### src/hdl/rc4b64_pkg.sv
// ----------------------------------------------------------------------------
// rc4b64_pkg
// Shared types, key bytes and the base64 character map for the challenge
// encoder.
// ----------------------------------------------------------------------------
package rc4b64_pkg;

    localparam int KEY_LEN    = 6;
    localparam int KEY_SLOTS  = 16;
    localparam int KIDX_W     = $clog2(KEY_SLOTS);
    localparam int PERM_DEPTH = 256;
    localparam int PERM_AW    = $clog2(PERM_DEPTH);

    typedef logic [7:0]         byte_t;
    typedef logic [5:0]         sextet_t;
    typedef logic [PERM_AW-1:0] perm_addr_t;
    typedef logic [KIDX_W-1:0]  key_idx_t;

    localparam byte_t CHAR_UPPER_A = 8'h41;
    localparam byte_t CHAR_LOWER_A = 8'h61;
    localparam byte_t CHAR_ZERO    = 8'h30;
    localparam byte_t CHAR_PLUS    = 8'h2b;
    localparam byte_t CHAR_SLASH   = 8'h2f;

    // fixed key, positions past the key text read as zero
    function automatic byte_t key_byte(key_idx_t idx);
        byte_t kb;
        case (idx)
            4'd0:    kb = 8'h41;
            4'd1:    kb = 8'h76;
            4'd2:    kb = 8'h33;
            4'd3:    kb = 8'h4d;
            4'd4:    kb = 8'h39;
            4'd5:    kb = 8'h39;
            default: kb = 8'h00;
        endcase
        return kb;
    endfunction

    function automatic byte_t b64_char(sextet_t v);
        byte_t w;
        byte_t ch;
        w = {2'b00, v};
        if (v < 6'd26)
            ch = w + CHAR_UPPER_A;
        else if (v < 6'd52)
            ch = w - 8'd26 + CHAR_LOWER_A;
        else if (v < 6'd62)
            ch = w - 8'd52 + CHAR_ZERO;
        else if (v == 6'd62)
            ch = CHAR_PLUS;
        else
            ch = CHAR_SLASH;
        return ch;
    endfunction

endpackage

### src/hdl/rc4b64_if.sv
// ----------------------------------------------------------------------------
// rc4b64 channel interfaces
// Valid/ready channels for challenge bytes in and response characters out.
// ----------------------------------------------------------------------------
interface rc4b64_chal_if;
    import rc4b64_pkg::*;

    logic  valid;
    logic  ready;
    byte_t challenge_byte;
    logic  final_byte;

    modport source (output valid, output challenge_byte, output final_byte, input ready);
    modport sink   (input valid, input challenge_byte, input final_byte, output ready);
endinterface

interface rc4b64_resp_if;
    import rc4b64_pkg::*;

    logic  valid;
    logic  ready;
    byte_t out_char;
    logic  char_valid;
    logic  group_last;
    logic  response_end;

    modport source (output valid, output out_char, output char_valid, output group_last,
                    output response_end, input ready);
    modport sink   (input valid, input out_char, input char_valid, input group_last,
                    input response_end, output ready);
endinterface

### src/hdl/rc4_variant_challenge_base64_core.sv
// ----------------------------------------------------------------------------
// rc4_variant_challenge_base64_core
// Modified RC4 stream cipher over challenge bytes, packed into base64 text.
// ----------------------------------------------------------------------------
//  channel     | dir | payload                                         | role
//  ------------+-----+-------------------------------------------------+-----------------
//  challenge   | in  | challenge_byte, final_byte                      | plaintext bytes
//  response    | out | out_char, char_valid, group_last, response_end  | base64 characters
//
//  a byte passes through the permutation memory, which has one read and one write port
//  (three reads, two writes, each read registered), then its results go out as characters
//  the first byte of a challenge first loads identity, then runs the key schedule
//  (read i, read j, write j, write i per step), all through the same memory
//  after reset the first byte triggers the key schedule; no clearing pass
//  a stalled response holds its register; challenge is taken again once idle
// ----------------------------------------------------------------------------
module rc4_variant_challenge_base64_core
(
    input  logic          clk,
    input  logic          rst_n,
    rc4b64_chal_if.sink   challenge,
    rc4b64_resp_if.source response
);
    import rc4b64_pkg::*;

    typedef enum logic [12:0] {
        ST_IDLE  = 13'b0000000000001,
        ST_FILL  = 13'b0000000000010,
        ST_K_RDI = 13'b0000000000100,
        ST_K_RDJ = 13'b0000000001000,
        ST_K_WRJ = 13'b0000000010000,
        ST_K_WRI = 13'b0000000100000,
        ST_B_RDA = 13'b0000001000000,
        ST_B_RDB = 13'b0000010000000,
        ST_B_WRB = 13'b0000100000000,
        ST_B_WRA = 13'b0001000000000,
        ST_B_RDK = 13'b0010000000000,
        ST_B_ENC = 13'b0100000000000,
        ST_EMIT  = 13'b1000000000000
    } state_t;

    localparam perm_addr_t LAST_ADDR = perm_addr_t'(PERM_DEPTH - 1);
    localparam key_idx_t   LAST_KIDX = key_idx_t'(KEY_LEN - 1);

    state_t     state_reg, state_next;
    perm_addr_t cnt_reg, cnt_next;
    perm_addr_t j_reg, j_next;
    key_idx_t   kidx_reg, kidx_next;
    perm_addr_t ia_reg, ia_next;
    perm_addr_t ib_reg, ib_next;
    byte_t      x_reg, x_next;
    byte_t      y_reg, y_next;
    byte_t      c_reg, c_next;
    logic       fin_reg, fin_next;
    byte_t      held0_reg, held0_next;
    byte_t      held1_reg, held1_next;
    byte_t      e_reg, e_next;
    logic [1:0] gpos_reg, gpos_next;
    logic       need_sched_reg, need_sched_next;
    logic [1:0] emit_k_reg, emit_k_next;
    logic       emit_mark_reg, emit_mark_next;
    logic       out_valid_reg, out_valid_next;
    byte_t      out_char_reg, out_char_next;
    logic       out_cv_reg, out_cv_next;
    logic       out_gl_reg, out_gl_next;
    logic       out_re_reg, out_re_next;

    // permutation memory
    byte_t      perm_mem [PERM_DEPTH];
    byte_t      mem_rdata_reg;
    logic       mem_we;
    perm_addr_t mem_waddr;
    byte_t      mem_wdata;
    perm_addr_t mem_raddr;

    always_ff @(posedge clk)
    begin
        if (mem_we)
        begin
            perm_mem[mem_waddr] <= mem_wdata;
        end
        mem_rdata_reg <= perm_mem[mem_raddr];
    end

    logic       out_free;
    perm_addr_t sum_addr;
    byte_t      enc;
    sextet_t    sextet;

    assign out_free = !out_valid_reg || response.ready;
    assign enc      = c_reg ^ mem_rdata_reg;

    always_comb
    begin
        case (emit_k_reg)
            2'd0:    sextet = held0_reg[7:2];
            2'd1:    sextet = {held0_reg[1:0], held1_reg[7:4]};
            2'd2:    sextet = {held1_reg[3:0], e_reg[7:6]};
            default: sextet = e_reg[5:0];
        endcase
    end

    always_comb
    begin
        state_next      = state_reg;
        cnt_next        = cnt_reg;
        j_next          = j_reg;
        kidx_next       = kidx_reg;
        ia_next         = ia_reg;
        ib_next         = ib_reg;
        x_next          = x_reg;
        y_next          = y_reg;
        c_next          = c_reg;
        fin_next        = fin_reg;
        held0_next      = held0_reg;
        held1_next      = held1_reg;
        e_next          = e_reg;
        gpos_next       = gpos_reg;
        need_sched_next = need_sched_reg;
        emit_k_next     = emit_k_reg;
        emit_mark_next  = emit_mark_reg;
        out_valid_next  = out_valid_reg && !response.ready;
        out_char_next   = out_char_reg;
        out_cv_next     = out_cv_reg;
        out_gl_next     = out_gl_reg;
        out_re_next     = out_re_reg;
        mem_we          = 1'b0;
        mem_waddr       = cnt_reg;
        mem_wdata       = cnt_reg;
        mem_raddr       = cnt_reg;
        sum_addr        = '0;

        case (state_reg)
            ST_IDLE:
            begin
                if (challenge.valid)
                begin
                    c_next   = challenge.challenge_byte;
                    fin_next = challenge.final_byte;
                    cnt_next = '0;
                    state_next = need_sched_reg ? ST_FILL : ST_B_RDA;
                end
            end
            ST_FILL:
            begin
                // load identity before the key schedule
                mem_we   = 1'b1;
                cnt_next = cnt_reg + 1'b1;
                if (cnt_reg == LAST_ADDR)
                begin
                    j_next     = '0;
                    kidx_next  = '0;
                    state_next = ST_K_RDI;
                end
            end
            ST_K_RDI:
            begin
                state_next = ST_K_RDJ;
            end
            ST_K_RDJ:
            begin
                x_next     = mem_rdata_reg;
                sum_addr   = j_reg + mem_rdata_reg + key_byte(kidx_reg);
                j_next     = sum_addr;
                mem_raddr  = sum_addr;
                state_next = ST_K_WRJ;
            end
            ST_K_WRJ:
            begin
                y_next     = mem_rdata_reg;
                mem_we     = 1'b1;
                mem_waddr  = j_reg;
                mem_wdata  = x_reg;
                state_next = ST_K_WRI;
            end
            ST_K_WRI:
            begin
                mem_we    = 1'b1;
                mem_wdata = y_reg;
                kidx_next = (kidx_reg == LAST_KIDX) ? '0 : kidx_reg + 1'b1;
                cnt_next  = cnt_reg + 1'b1;
                if (cnt_reg == LAST_ADDR)
                begin
                    need_sched_next = 1'b0;
                    ia_next         = '0;
                    ib_next         = '0;
                    gpos_next       = '0;
                    state_next      = ST_B_RDA;
                end
                else
                begin
                    state_next = ST_K_RDI;
                end
            end
            ST_B_RDA:
            begin
                sum_addr   = ia_reg + c_reg + 1'b1;
                ia_next    = sum_addr;
                mem_raddr  = sum_addr;
                state_next = ST_B_RDB;
            end
            ST_B_RDB:
            begin
                x_next     = mem_rdata_reg;
                sum_addr   = ib_reg + mem_rdata_reg;
                ib_next    = sum_addr;
                mem_raddr  = sum_addr;
                state_next = ST_B_WRB;
            end
            ST_B_WRB:
            begin
                y_next     = mem_rdata_reg;
                mem_we     = 1'b1;
                mem_waddr  = ib_reg;
                mem_wdata  = x_reg;
                state_next = ST_B_WRA;
            end
            ST_B_WRA:
            begin
                mem_we     = 1'b1;
                mem_waddr  = ia_reg;
                mem_wdata  = y_reg;
                state_next = ST_B_RDK;
            end
            ST_B_RDK:
            begin
                mem_raddr  = x_reg + y_reg;
                state_next = ST_B_ENC;
            end
            ST_B_ENC:
            begin
                emit_k_next    = '0;
                emit_mark_next = 1'b0;
                state_next     = ST_IDLE;
                if (gpos_reg < 2'd2)
                begin
                    if (gpos_reg[0])
                        held1_next = enc;
                    else
                        held0_next = enc;
                    gpos_next = gpos_reg + 1'b1;
                    if (fin_reg)
                    begin
                        // partial group dropped, end marker only
                        emit_mark_next = 1'b1;
                        state_next     = ST_EMIT;
                    end
                end
                else
                begin
                    e_next     = enc;
                    gpos_next  = '0;
                    state_next = ST_EMIT;
                end
                if (fin_reg)
                begin
                    need_sched_next = 1'b1;
                    gpos_next       = '0;
                end
            end
            ST_EMIT:
            begin
                if (out_free)
                begin
                    out_valid_next = 1'b1;
                    if (emit_mark_reg)
                    begin
                        out_char_next = '0;
                        out_cv_next   = 1'b0;
                        out_gl_next   = 1'b1;
                        out_re_next   = 1'b1;
                        state_next    = ST_IDLE;
                    end
                    else
                    begin
                        out_char_next = b64_char(sextet);
                        out_cv_next   = 1'b1;
                        out_gl_next   = (emit_k_reg == 2'd3);
                        out_re_next   = (emit_k_reg == 2'd3) && fin_reg;
                        emit_k_next   = emit_k_reg + 1'b1;
                        if (emit_k_reg == 2'd3)
                            state_next = ST_IDLE;
                    end
                end
            end
            default:
            begin
                state_next = ST_IDLE;
            end
        endcase
    end

    always_ff @(posedge clk or negedge rst_n)
    begin
        if (!rst_n)
        begin
            state_reg      <= ST_IDLE;
            need_sched_reg <= 1'b1;
            gpos_reg       <= '0;
            ia_reg         <= '0;
            ib_reg         <= '0;
            out_valid_reg  <= 1'b0;
            emit_k_reg     <= '0;
            emit_mark_reg  <= 1'b0;
        end
        else
        begin
            state_reg      <= state_next;
            need_sched_reg <= need_sched_next;
            gpos_reg       <= gpos_next;
            ia_reg         <= ia_next;
            ib_reg         <= ib_next;
            out_valid_reg  <= out_valid_next;
            emit_k_reg     <= emit_k_next;
            emit_mark_reg  <= emit_mark_next;
        end
    end

    always_ff @(posedge clk)
    begin
        cnt_reg      <= cnt_next;
        j_reg        <= j_next;
        kidx_reg     <= kidx_next;
        x_reg        <= x_next;
        y_reg        <= y_next;
        c_reg        <= c_next;
        fin_reg      <= fin_next;
        held0_reg    <= held0_next;
        held1_reg    <= held1_next;
        e_reg        <= e_next;
        out_char_reg <= out_char_next;
        out_cv_reg   <= out_cv_next;
        out_gl_reg   <= out_gl_next;
        out_re_reg   <= out_re_next;
    end

    assign challenge.ready       = (state_reg == ST_IDLE);
    assign response.valid        = out_valid_reg;
    assign response.out_char     = out_char_reg;
    assign response.char_valid   = out_cv_reg;
    assign response.group_last   = out_gl_reg;
    assign response.response_end = out_re_reg;

endmodule

### src/flat_wrapper.sv
// flat-port wrapper written by rule: the top's interface ports become plain ports
module rc4_variant_challenge_base64_core_flat import rc4b64_pkg::*;
  (clk, rst_n, challenge_valid, challenge_challenge_byte, challenge_final_byte, challenge_ready, response_valid, response_out_char, response_char_valid, response_group_last, response_response_end, response_ready);
  rc4b64_chal_if challenge_i ();
  rc4b64_resp_if response_i ();
  input  logic clk;
  input  logic rst_n;
  input wire logic [$bits(challenge_i.valid)-1:0] challenge_valid;
  input wire logic [$bits(challenge_i.challenge_byte)-1:0] challenge_challenge_byte;
  input wire logic [$bits(challenge_i.final_byte)-1:0] challenge_final_byte;
  output wire logic [$bits(challenge_i.ready)-1:0] challenge_ready;
  output wire logic [$bits(response_i.valid)-1:0] response_valid;
  output wire logic [$bits(response_i.out_char)-1:0] response_out_char;
  output wire logic [$bits(response_i.char_valid)-1:0] response_char_valid;
  output wire logic [$bits(response_i.group_last)-1:0] response_group_last;
  output wire logic [$bits(response_i.response_end)-1:0] response_response_end;
  input wire logic [$bits(response_i.ready)-1:0] response_ready;
  assign challenge_i.valid = challenge_valid;
  assign challenge_i.challenge_byte = challenge_challenge_byte;
  assign challenge_i.final_byte = challenge_final_byte;
  assign challenge_ready = challenge_i.ready;
  assign response_valid = response_i.valid;
  assign response_out_char = response_i.out_char;
  assign response_char_valid = response_i.char_valid;
  assign response_group_last = response_i.group_last;
  assign response_response_end = response_i.response_end;
  assign response_i.ready = response_ready;
  rc4_variant_challenge_base64_core u_core (.clk(clk), .rst_n(rst_n), .challenge(challenge_i), .response(response_i));
endmodule
### config.mk
export PLATFORM = sky130hd
export DESIGN_NAME = rc4_variant_challenge_base64_core_flat
export DESIGN_NICKNAME = d
export VERILOG_FILES = /design/src/hdl/rc4b64_pkg.sv /design/src/hdl/rc4b64_if.sv /design/src/hdl/rc4_variant_challenge_base64_core.sv /design/src/flat_wrapper.sv
export SDC_FILE = /design/constraint.sdc
export NUM_CORES = 2
export LEC_CHECK = 0
export BUFFER_PORTS_ARGS = -buffer_cell sky130_fd_sc_hd__buf_4
export CAP_MARGIN = 15
export CORE_MARGIN = 10
export CORE_UTILIZATION = 45
export CTS_CLUSTER_DIAMETER = 200
export DETAILED_ROUTE_END_ITERATION = 10
export REMOVE_ABC_BUFFERS = 1
export SLEW_MARGIN = 0
export SYNTH_ARGS = -nofsm -noshare
export SYNTH_HDL_FRONTEND = slang
export SYNTH_SLANG_ARGS = --single-unit
### constraint.sdc
create_clock -name clk -period 7.54 [get_ports clk]
set_input_delay 0 -clock clk [delete_from_list [all_inputs] [get_ports clk]]
set_output_delay 0 -clock clk [all_outputs]
set_load 0.05 [all_outputs]
Word level (Yosys, flattened, before mapping) --
Memory sizes are Yosys's and may differ from the RTL's. A register that Yosys moved wholly into a read port is not among the register bits. Index checks and enable logic that the tools add are counted.
Operators by class: $add $sub $neg 15, magnitude comparators 4, equal/unequal tests 30, muxes and demuxes 47, bitwise logic cells 3, reduce and logical (&&, ||, !) cells 34
Operators by type and width (count):
- 13-bit one-hot mux with 13 select lines | 1
- 13-bit 2-to-1 mux | 7
- 8-bit one-hot mux with 2 select lines | 5
- 8-bit 2-to-1 mux | 6
- 8-bit adder | 5
- 7-bit one-hot mux with 5 select lines | 1
- 8-bit one-hot mux with 4 select lines | 1
- 8-bit one-hot mux with 3 select lines | 1
- 6-bit one-hot mux with 3 select lines | 1
- 2-bit AND reduction | 9
- 8-bit by 1-bit adder with 8-bit output, second input constant | 2
- 7-bit 2-to-1 mux | 2
- 2-bit nonzero test | 7
- 13-bit by 1-bit == test with 1-bit output, second input constant | 1
- 13-bit by 10-bit == test with 1-bit output, second input constant | 1
- 13-bit by 11-bit == test with 1-bit output, second input constant | 1
- 13-bit by 12-bit == test with 1-bit output, second input constant | 1
- 13-bit == test, second input constant | 1
- 13-bit by 2-bit == test with 1-bit output, second input constant | 1
- 13-bit by 3-bit == test with 1-bit output, second input constant | 1
- 13-bit by 4-bit == test with 1-bit output, second input constant | 1
- 13-bit by 5-bit == test with 1-bit output, second input constant | 1
- 13-bit by 6-bit == test with 1-bit output, second input constant | 1
- 13-bit by 7-bit == test with 1-bit output, second input constant | 1
- other kinds (40) | 74
Storage, ports and cells: register bits 116, bits in writable memories 2048, input port bits 13, output and inout bits 13, logic and storage cells 156, memories kept 1
Memories:
- u_core.perm_mem | depth 256, bits a word 8, read ports 1, clocked after memory_dff 1, wr ports 1, RTL line rc4_variant_challenge_base64_core.sv:69 | byte_t perm_mem [PERM_DEPTH];

Depth between registers and ports, before layout --
word-level depth 7, depth in mapped cells 23, depth with buffers taken out 20

Worst setup path after synthesis --
Ideal clock, no wire load.
path kind register to register, start point reg u_core.state_reg[2], end point mem u_core.perm_mem[0][0] in the netlist's numbering, data pin, setup time 0.821 ns, data arrival time 5.255 ns, required time 6.719 ns, slack 1.465 ns, cell stages (with the launch flop) 10, period minus slack after synthesis 6.075 ns, path through dfrtp_1 or4_1 buf_2 nor3_4 and4b_1 clkbuf_1 or2_2 buf_2 a22oi_1 nand2_1
Between the ends: cells in the longest elaborated chain, start to end 3, elaborated cells on any way between the ends 7
Ends and longest elaborated chain:
- from (decl) | RTL line rc4_variant_challenge_base64_core.sv:45 | state_t state_reg, state_next;
- from (signal assigned) | RTL line rc4_variant_challenge_base64_core.sv:308 | state_reg <= state_next;
- 13-bit by 10-bit == test with 1-bit output, or another cell as far along | RTL line rc4_variant_challenge_base64_core.sv:133 | case (state_reg)
- 2-bit OR reduction (no line)
- 8-bit one-hot mux with 2 select lines (*) | RTL line rc4_variant_challenge_base64_core.sv:133
- named net u_core.mem_wdata[0] | RTL line rc4_variant_challenge_base64_core.sv:73 | byte_t mem_wdata;
- to (decl) | RTL line rc4_variant_challenge_base64_core.sv:69
The timed path passes the listed nets; every way through them passes the cells marked *.

Final worst setup path --
start point reg u_core.state_reg[3], end point reg u_core.mem_rdata_reg[2], read port of u_core.perm_mem
Between the ends: cells in the longest elaborated chain, start to end 2, elaborated cells on any way between the ends 5
Ends and longest elaborated chain:
- 13-bit by 11-bit == test with 1-bit output, or another cell as far along | RTL line rc4_variant_challenge_base64_core.sv:133
- 8-bit one-hot mux with 4 select lines (*) | RTL line rc4_variant_challenge_base64_core.sv:133
- to (decl) | RTL line rc4_variant_challenge_base64_core.sv:70 | byte_t mem_rdata_reg;
Mark *: on every way between the ends. The rest lies on a longest branch, timed or not. A chain may end at the register's enable or synchronous reset.

==> results.yml <==
final_layout:
  final_common_cell: "edfxtp_1"
  mostFrequentLayoutCells: "2128 x edfxtp_1, 1576 x nand2_1, 625 x nand3_1, 379 x nor2_1, 359 x mux2i_1"
  syn2layout_area_growth_pct: 12.25
  layout-drive-gt1-share_pct: 8.254
  finalNetCount: 6886
  largest_register_ffs: 2048
  fillers: 16726
yosys:
  synth_compound_area_share_pct: 5.897
  synth_edf_count: 2128
  ys_types: 90
  synth_top_family_by_area: "simple AND/OR/NAND/NOR gates"
  ys_warn_count: 0
  synthMuxAreaShare_pct: 4.128
  synth_fa_ha_area_share_pct: 0.8864
  async_flop_share_pct: 1.657
  synthesis.area_um2: 89770
  ys_ff_latch: 2172
  syn_inst: 6780
  synth_xor_area_share_pct: 0.4390
  syn_avg_cell_area_um2: 13.24
  synthFlopType: "edfxtp_1"
  yosysSeqAreaShare_pct: 72.36
  yosys.area_share.simple_pct: 13.98
timing:
  fmax_ghz: 0.1445
  rsz0062_at_grt: "no"
  final-setup-viol-count: 0
  slew_viol_final: 0
  hold_violations: 0
  worst_pin_slew_ns: 1.223
  slew_headroom_pct: 17.94
  min_period_ns: 6.919
  min_period_over_period_pct: 91.77
  skew_ns: 0.07054
  setup_tns_ns: 0
  finalWorstSetupSlack_ns: 0.6208
grt:
  grt_usage_pct: 25.50
  grt_antenna_before_repair: 7
  grt_max_degree: 163
  first_global_vias: 55817
  grt_pass1_wl_um: 408600
  overflow: 0
clock_network:
  hold_buffers: 24
  clock_latency_ns: 0.90
  ctsResizeCount: 0
  clock-root-buffer: "clkbuf_16"
  postCtsSetupRepairBufs: 0
  htreeDepth: 4
  cts_buffer_depth: 3
  clock-sinks: 2172
  cts_buffers: 220
  clk_pin_slew_worst_paths_ns: 0.06
  tritoncts: "yes"
detailed_routing:
  via_per_inst: 6.146
  firstDrtPassIters: 8
  drc: 0
  ant_nets: 0
  drtIter0Drc: 8430
  routed_wl_um: 287000
  via_count: 59294
  wire_per_inst_um: 29.74
floorplanning:
  core_area_um2: 197800
  die_area_um2: 217800
  core.rowCount: 163
  die_width_um: 466.7
  ios: 26
  die-height_um: 466.7
  initial_core_util_pct: 45.38
setup_path:
  cp_common_cell: "buf_4"
  r2r.worst_path.cells: 15
  critPathArrivalTime_ns: 7.63
  end_kind: "flop"
  cp_cell_sequence: "nor4_1, nand4_2, inv_2, a211oi_4, buf_4, nor3_4, buf_12, buf_4, mux2i_1, o22ai_1, a211oi_1, a2111oi_0, buf_4, nor4b_1, nor4_1"
  cpMaxStageDelayCell: "nor3_4"
  start_kind: "flop"
  crit_fanout: 38
  required_ns: 8.25
  critical_path_class: "reg -> reg"
  max_stage_delay_ns: 1.00
hold_path:
  hp-class: "in -> reg"
  min_path_cells: 4
place:
  port_buffers: 25
  place_hpwl_um: 174100
  post-place-ws_ns: 0.9027
  gp_congestion: 0.9508
run_status:
  status: "completed"
pwr:
  ir_drop_mv: 0.3089
  p_leak_nw: 34.67
  power_density_nw_per_um2: 412.3
flow_run:
  drv_cap: 0
[final timing paths]
kind,startpoint,to,slack (ns)
worst max register to register,u_core.state_reg[3]$_DFFE_PN0P_,u_core.mem_rdata_reg[2]$_DFF_P_,0.62
worst max-delay path,u_core.state_reg[3]$_DFFE_PN0P_,u_core.mem_rdata_reg[2]$_DFF_P_,0.62
worst min-delay path,response_ready,u_core.response.valid$_DFF_PN0_,0.05
min in group asynchronous,rst_n,u_core.ia_reg[7]$_DFFE_PN0P_,0.18
worst min register to register,u_core.ib_reg[4]$_DFFE_PN0P_,u_core.ib_reg[4]$_DFFE_PN0P_,0.52
max in group asynchronous,rst_n,u_core.need_sched_reg$_DFFE_PN1P_,7.06
[metrics by stage]
step,power (mW),instance area [um2],hold WS [ns],instances,util [%]
after floorplan,23.80,87880,-0.2956,6356,-
after global placement,30.52,93400,-0.002216,9201,47.21
after detailed placement,30.59,93420,-0.002655,9205,47.22
after CTS,41.20,100700,0.003671,9638,50.91
after global routing,42.65,100800,0.08610,9643,50.93
final,41.55,100800,0.05310,9648,50.94
[layer usage]
| layer | track usage, % | routed length [um] |
|---|---|---|
| met5 | 0 | 23 |
| met4 | 11.32 | 14150 |
| met3 | 6.384 | 32370 |
| met2 | 37.88 | 126200 |
| met1 | 35.45 | 114200 |
[where the power goes]
group	total (mW)	leakage, nW	internal, mW	switching (mW)
clock	10.7	3.42	5.99	4.71
sequential	14.4	19.7	14.2	0.230
combinational	16.4	11.5	4.25	12.2
[synthesized netlist by cell type, drive strengths merged, types with 6 or more instances]
cell type | number | share of area [%]
nor2b | 10 | 0.070
fa | 11 | 0.25
nand2b | 8 | 0.056
o21bai | 8 | 0.067
nor3 | 80 | 0.46
a222oi | 8 | 0.089
a32o | 8 | 0.089
a32oi | 13 | 0.13
ha | 46 | 0.64
a21o | 14 | 0.12
o21ai | 65 | 0.37
nand4 | 45 | 0.32
clkbuf | 186 | 0.78
nand2 | 1587 | 6.6
o221ai | 23 | 0.22
o31ai | 14 | 0.12
dfrtp | 34 | 0.95
a211o | 7 | 0.068
and2 | 11 | 0.077
a31oi | 55 | 0.38
a221oi | 6 | 0.078
or3 | 10 | 0.070
o32ai | 15 | 0.15
xnor2 | 22 | 0.21
o41ai | 6 | 0.067
mux2i | 359 | 4.0
xor2 | 23 | 0.22
nor4b | 16 | 0.16
a2111oi | 32 | 0.31
a21oi | 171 | 0.96
nor2 | 386 | 1.6
a22oi | 25 | 0.21
edfxtp | 2128 | 71
a211oi | 79 | 0.66
nor4 | 26 | 0.20
and4 | 12 | 0.12
and3 | 65 | 0.45
o22ai | 97 | 0.68
nand3 | 628 | 3.5
a311oi | 65 | 0.63
buf | 238 | 1.3
dfxtp | 8 | 0.18
o211ai | 10 | 0.084
inv | 46 | 0.19
[logic make-up (layout without fill, tap and decap cells)]
kind of cell	after synthesis	count (layout)
AND/OR/NAND/NOR	2910	2910
flip-flops	2172	2172
AO/OA/AOI/OAI	762	762
buffers and inverters	470	693
multiplexers	364	364
adder cells (fa/ha/maj)	57	57
XOR/XNOR	45	45
other	0	5
[critical path, delay by kind of cell (launching register included)]
kind                   cells  cell delay, ns
muxes                      1            0.32
DFF                        1            0.49
AOI/OAI and AO/OA          4            1.25
buffers and inverters      5            1.51
and+or+nand+nor            5            3.13
[final cells by class]
class	instances	area, um2	area share, %
repair buffers	238	2323	2.306
clock buffers	281	5847	5.802
clock inverters	128	1184	1.175
multi-input cells	4138	22960	22.79
well taps	2640	3303	3.278
flip-flops and latches	2172	64960	64.47
inverters	46	172.7	0.1713
diodes	5	12.51	0.01242
Power figures use the tool's default switching activity.
